<file path="src/rtl/relu_neuron_train_engine_assert.svh">
// Assertion macros used by the back-end module
`ifndef RELU_NEURON_TRAIN_ENGINE_ASSERT_SVH
`define RELU_NEURON_TRAIN_ENGINE_ASSERT_SVH

// a condition must hold at every edge out of reset
`define RNTE_ALWAYS(label, clk, rst, cond, msg) \
  label: assert property (@(posedge clk) disable iff (rst) (cond)) else $error(msg);

// a trigger must be followed in the next cycle by a consequence
`define RNTE_NEXT(label, clk, rst, trig, cons, msg) \
  label: assert property (@(posedge clk) disable iff (rst) (trig) |=> (cons)) else $error(msg);

`endif

</file>
<file path="src/rtl/rnte_pkg.sv">
`default_nettype none
package rnte_pkg;
  localparam int KIND_W = 3;
  localparam int POS_W = 8;
  localparam int FIELD_W = 16;
  localparam int RATE_W = 16;
  localparam int ACC_W = 32;
  localparam int MAX_FAN_IN = 256;
  localparam int VALUE_WIDTH = 16;

  typedef enum logic [KIND_W-1:0] {
    KIND_LOAD = 3'd0,
    KIND_FWD  = 3'd1,
    KIND_BWD  = 3'd2,
    KIND_SETE = 3'd3,
    KIND_STEP = 3'd4
  } kind_t;

  typedef enum logic [1:0] {
    RES_FWD  = 2'd0,
    RES_ERR  = 2'd1,
    RES_STEP = 2'd2
  } res_kind_t;

  typedef enum logic [1:0] {
    ST_ISSUE,
    ST_MUL,
    ST_STEP
  } back_state_t;

  // classified command handed from front to back
  typedef struct packed {
    kind_t               kind;
    logic [POS_W-1:0]    position;
    logic [FIELD_W-1:0]  value;
    logic [FIELD_W-1:0]  weight_in;
    logic                last;
  } cmd_t;
endpackage
`default_nettype wire

</file>
<file path="src/rtl/rnte_front.sv">
`default_nettype none
// Accepts input transfers, drops unknown kinds, queues commands for the back end.
module rnte_front #(
  parameter int DEPTH = 2
) (
  input  wire logic          clk,
  input  wire logic          rst,
  input  wire logic          in_valid,
  output logic               in_ready,
  input  wire rnte_pkg::cmd_t in_cmd,
  output logic               q_valid,
  input  wire logic          q_ready,
  output rnte_pkg::cmd_t     q_cmd
);
  localparam int PW = $clog2(DEPTH);
  rnte_pkg::cmd_t   mem [DEPTH];
  logic [PW-1:0]    wr_ptr, rd_ptr;
  logic [PW:0]      count;
  logic             known, push, pop;

  assign known = in_cmd.kind inside {rnte_pkg::KIND_LOAD, rnte_pkg::KIND_FWD,
                                     rnte_pkg::KIND_BWD, rnte_pkg::KIND_SETE,
                                     rnte_pkg::KIND_STEP};
  assign in_ready = (count != (PW+1)'(DEPTH));
  assign push = in_valid && in_ready && known;
  assign q_valid = (count != '0);
  assign pop = q_valid && q_ready;
  assign q_cmd = mem[rd_ptr];

  always_ff @(posedge clk) begin
    if (push) mem[wr_ptr] <= in_cmd;
  end

  always_ff @(posedge clk) begin
    if (rst) begin
      wr_ptr <= '0;
      rd_ptr <= '0;
      count <= '0;
    end else begin
      if (push) wr_ptr <= (wr_ptr == PW'(DEPTH-1)) ? '0 : wr_ptr + 1'b1;
      if (pop) rd_ptr <= (rd_ptr == PW'(DEPTH-1)) ? '0 : rd_ptr + 1'b1;
      count <= count + (PW+1)'(push) - (PW+1)'(pop);
    end
  end
endmodule
`default_nettype wire

</file>
<file path="config.mk">
export PLATFORM = sky130hd
export DESIGN_NAME = rnte_front
export DESIGN_NICKNAME = d
export VERILOG_FILES = /design/src/rtl/relu_neuron_train_engine_assert.svh /design/src/rtl/rnte_pkg.sv /design/src/rtl/rnte_front.sv
export SDC_FILE = /design/constraint.sdc
export NUM_CORES = 1
export LEC_CHECK = 0
export BUFFER_PORTS_ARGS = -buffer_cell sky130_fd_sc_hd__buf_4
export CAP_MARGIN = 15
export CORE_MARGIN = 5
export CORE_UTILIZATION = 52
export CTS_CLUSTER_SIZE = 12
export DETAILED_ROUTE_END_ITERATION = 10
export HOLD_SLACK_MARGIN = 0.08
export PLACE_DENSITY = 0.77
export SYNTH_ARGS = -nofsm -noshare
export SYNTH_HDL_FRONTEND = slang
export SYNTH_SLANG_ARGS = --single-unit
</file>
<file path="constraint.sdc">
create_clock -name clk -period 3.31 [get_ports clk]
set_input_delay 0.331 -clock clk [delete_from_list [all_inputs] [get_ports clk]]
set_output_delay 0.331 -clock clk [all_outputs]
set_load 0.01 [all_outputs]
</file>
==> flow_summary.ini, run 1 <==
[outcome]
run_status = finished clean

[layout]
seqCellArea_um2 = 2740
num-nets-final = 317
final_core_util_pct = 68.0
antenna_cells = 0
drive_gt1_share_pct = 60.5
syn_to_final_growth_pct = 26.8
fill_cells = 463
multi_input_area_um2 = 817

[global_routing]
grt_pass1_wl_mm = 9.35
antenna_found_initial = 0
grt_use_total_pct = 14.3
grt_pass1_vias = 1908
gr-total-overflow = 0
grt_max_degree = 26

[timing]
worst_pin_slew_ns = 0.706
setup_viol = 0
slew_viol_final = 0
fmax_mhz = 437
timing.setup.tns_ns = 0
slew_headroom_pct = 52.9
hold_slack_ns = 0.174
hold_viol = 0
period_share_pct = 69.1
rsz0062_at_grt = no
final.min_clock_period_ns = 2.29
finClkSkew_ns = 0.00595

[clock_network]
cts_root_buf = clkbuf_8
clock_latency_ns = 0.34
cts_resized = 0
cts_sinks = 93
htreeDepth = 3
post_cts_buffers = 0
hold_buffers = 0
cts_buffer_depth = 2
numCtsBuffers = 9
cts_tree = built
cts.clk_slew.worst_paths_ns = 0.09

[floorplanning]
die_h_um = 93.7
initial_utilization_pct = 53.6
ioPinCount = 94
core_area_um2 = 6790
dieArea_um2 = 8780
rows = 30
chipWidth_um = 93.7

[power_and_ir_drop]
powerDensity_nw_per_um2 = 699
fin_total_pwr_w = 0.00323
power.leakage_nw = 1.79
ir_worst_vdd_mv = 0.440

[critical_path]
cp_data_required_time_ns = 2.98
cp.arrival_ns = 1.96
cp-start-kind = flop
critical_path_buf_inv_count = 2
slowest_stage = dfxtp_2
criticalPathCategory = flop to output port
max_stage_delay_ns = 0.79
crit_chain = buf_12 > mux2_2 > buf_4
cp-end-kind = output port
worstPathMaxFanout = 25
critPathTopFamily = flip-flops

[logic_synthesis]
yosysUniqueCellTypes = 19
synth_seq_cells = 93
syn_area_per_cell_um2 = 22.2
syn_inst = 164
synth.yosys.warnings = 0
synth_area_um2 = 3640
synthFlopType = edfxtp_1
synth_edf_count = 88
syn-num-nets = 214
ys_seq_area_share_pct = 75.3
synthArstFlopShare_pct = 0

[place]
gp_congestion = 0.696
hpwl_mm = 4.45
port_buffers = 93

[flow_run]
cap_violations = 0

[drt]
drt_wl_total_mm = 6.09
drt_first_pass_iters = 4
via_per_inst = 4.80
drc_errors = 0
antenna_left = 0
drt_iter0_drc = 58
routedWlPerCell_um = 16.6
vias = 1763

[worst_hold_path]
hold_path_class = input port to flop
[final cells by class]
cell class / count / area share, %
flip-flops and latches: 93 / 59.4
multi-input cells: 64 / 17.7
repair buffers: 97 / 16.0
clock buffers: 10 / 2.76
well taps: 96 / 2.60
clock inverters: 5 / 1.33
inverters: 2 / 0.163
[cells in the final DEF (no fill, tap or decap)]
master      Yosys  layout
bufinv_16       0       1
buf_12          4       1
clkbuf_8        0       9
xnor2_1         1       1
nor2b_1         1       1
clkbuf_1        0       1
inv_6           0       1
or2_2           1       1
nand3_4         1       1
nor2_4          0       2
nor3_1          1       1
and2_1          1       1
buf_4           0      96
nor2_1          7       5
xor2_1          1       1
inv_1           2       2
edfxtp_1       88      88
o21a_2          1       1
ha_1            2       2
dfxtp_1         5       4
dfxtp_2         0       1
mux2_2          4       4
nand2b_4        1       1
o21ai_2         1       1
mux2_4         41      41
clkinvlp_4      0       3
[flip-flops by register name, summed over array words and instances (netlist names), named ones only]
register,flops
count,2
wr_ptr,1
mem,88
rd_ptr,1
[metrics by stage]
stage	cell area, um2	setup slack [ns]	instances
2_1_floorplan	3640	0.405	164
3_3_place_gp	4430	1.27	352
3_5_place_dp	4430	1.24	352
4_1_cts	4620	0.981	367
5_1_grt	4620	0.925	367
6_report	4620	1.02	367
[cells by family after synthesis]
group,Yosys count,share of synthesized area (%)
multiplexers,45,18.1
AO/OA/AOI/OAI,2,0.481
buffers and inverters,7,2.71
flip-flops,93,75.3
AND/OR/NAND/NOR,13,2.23
XOR/XNOR,2,0.481
adder cells (fa/ha/maj),2,0.687
[synthesized netlist by cell type (2+ instances only)]
cell type | n | share of area [%]
buf_12 | 4 | 2.2
dfxtp_1 | 5 | 2.7
edfxtp_1 | 88 | 73
ha_1 | 2 | 0.69
inv_1 | 2 | 0.21
mux2_2 | 4 | 1.2
mux2_4 | 41 | 17
nor2_1 | 7 | 0.72
[where the power goes]
group | leakage [nW] | internal (W) | switching [W] | total [W]
registers | 0.852 | 0.00144 | 0.0000947 | 0.00153
logic | 0.853 | 0.000591 | 0.000397 | 0.000988
clock network | 0.0850 | 0.000348 | 0.000362 | 0.000709
total | 1.79 | 0.00237 | 0.000853 | 0.00323
[per-layer routing]
metal / track usage [%] / share of wire, % / vias to the layer above
met4: 6.14 / 1.7 / 0
met2: 24.9 / 52 / 64
met1: 16.6 / 39 / 852
met3: 3.93 / 7.1 / 10
met5: 0 / 0 / -
li1: - / - / 837
[worst paths after layout]
check        slack (ns)   endpoint  depth (start not counted)      start
max                1.02  q_cmd[22]                          3       flop
min                0.17  mem[1][8]                          1  in_cmd[8]
max reg2reg        1.39  mem[0][7]                          4   count[0]
min reg2reg        0.54     rd_ptr                          2     rd_ptr
No activity file was read; power rests on OpenSTA's default activity.
==> inputs of run 2 (changes only) <==
==> constraint.sdc (replaced) <==
create_clock -name clk -period 2.3 [get_ports clk]
set_input_delay 0.23 -clock clk [delete_from_list [all_inputs] [get_ports clk]]
set_output_delay 0.23 -clock clk [all_outputs]
set_load 0.01 [all_outputs]
==> flow_summary.ini, run 2 (same netlist as run 1, synthesis figures left out) <==
[layout]
drive_gt1_share_pct = 51.7
fill_cells = 406
final_common_cell = buf_4
seqCellArea_um2 = 2740
final_cell_area_um2 = 5080
multi_input_area_um2 = 817
largest_register_ffs = 88
syn_to_final_growth_pct = 39.5
num-nets-final = 364
instances_no_fill = 413
largest-register = mem
final_cell_mix = buf_4, edfxtp_1, dlygate4sd3_1
top_regs = mem x88, count x2
antenna_cells = 0

[critical_path]
reg2reg_from = count[0]
cp.arrival_ns = 2.13
setup.worst_path.start = in_cmd[42]
worstPathMaxFanout = 4
cp-end-kind = flop
cp_data_required_time_ns = 2.57
criticalPathCategory = input port to flop
cp-start-kind = input port

[global_routing]
gr-usage-met1_pct = 18.4
grtUsageMet2_pct = 26.4
grt_pass1_wl_mm = 10.1
antenna_found_initial = 0
gr-total-overflow = 0
grt.busiest_layer = met2
gr-usage-met3_pct = 4.57
grt_pass1_vias = 2044
grt_use_total_pct = 15.5
grt_max_degree = 27

[power_and_ir_drop]
power.leakage_nw = 2.00
ir_worst_vdd_mv = 0.587
powerDensity_nw_per_um2 = 943
fin_total_pwr_w = 0.00479

[clock_network]
cts_buffer_depth = 2
post_cts_buffers = 0
htreeDepth = 3
cts_sinks = 93
clock_latency_ns = 0.34
cts_root_buf = clkbuf_8
cts_tree = built
cts_resized = 0
numCtsBuffers = 9
cts.clk_slew.worst_paths_ns = 0.08

[floorplanning]
dieArea_um2 = 8780
rows = 30
die_h_um = 93.7
core_area_um2 = 6790
initial_utilization_pct = 53.6
ioPinCount = 94
chipWidth_um = 93.7

[drt]
vias = 1924
via_per_inst = 4.66
routedWlPerCell_um = 15.9
drt_first_pass_iters = 4
antenna_left = 0
drt_wl_total_mm = 6.55
drt_iter0_drc = 52
drc_errors = 0

[timing]
worst_pin_slew_ns = 0.501
period_share_pct = 81.2
setup_slack_ns = 0.432
final.min_clock_period_ns = 1.87
hold_slack_ns = 0.292
rsz0062_at_grt = no
slew_viol_final = 0
setup_viol = 0
hold_viol = 0
slew_headroom_pct = 66.6
fmax_mhz = 535
finClkSkew_ns = 0.00646

[worst_hold_path]
hold_path_class = input port to flop
hp-start = in_valid

[place]
hpwl_mm = 4.23
place_area_um2 = 4430
pre_cts_ws_ns = 0.610
port_buffers = 93
place_inst = 354
gp_congestion = 0.711

[outcome]
run_status = finished clean

[flow_run]
cap_violations = 0
[run 2: cell count changes in the layout (fill, tap and decap cells not counted)]
cell           previous run  this run
dlygate4sd3_1             0        45
buf_4                    96        99
bufinv_16                 1         2
clkinvlp_4                3         0
clkinv_1                  0         2
buf_12                    1         0
clkbuf_1                  1         0
[run 2: area by class of cell]
cell class	instances	area share, %
Sequential cell	93	54.0
Timing Repair Buffer	144	23.5
Multi-Input combinational cell	64	16.1
Clock buffer	9	2.44
Tap cell	96	2.36
Clock inverter	5	1.50
Inverter	2	0.148
[run 2: through the flow]
stage                     setup TNS (ns)  util (%)
after floorplan                   -53.22         -
after global placement                 0      65.2
after detailed placement               0      65.2
after CTS                              0      74.8
after global routing                   0      74.8
final                                  0      74.8
[run 2: critical path: stages]
cell           delay (ns)
dlygate4sd3_1        0.53
buf_4                0.14
o21ai_2              0.16
nand3_4              0.14
ha_1                 0.30
inv_1                0.04
ha_1                 0.18
xor2_1               0.15
and2_1               0.16
nor3_1               0.11
[run 2: power by group]
part,switching [W],internal [W]
combinational,0.000662,0.000896
clock,0.000504,0.000597
sequential,0.0000666,0.00207
total,0.00123,0.00356
[run 2: repair_timing]
item	4_1_cts	5_1_grt
hold endpoints to repair	89	0
endpoints found under the setup margin	0	0
hold buffers	45	0
[run 2: final timing paths]
check	end	slack (ns)	cells past startpoint
worst max-delay path	count[1]	0.43	10
worst min register to register	rd_ptr	0.53	2
worst max register to register	count[1]	0.63	8
worst min-delay path	wr_ptr	0.29	3
[run 2: layer usage]
layer  part of all wire (%)  wire length (um)  vias to the layer above
li1                       -                 -                      930
met1                     40              2650                      920
met2                     52              3420                       65
met3                    5.9               386                        9
met4                    1.5                97                        0
met5                      0                 0                        -
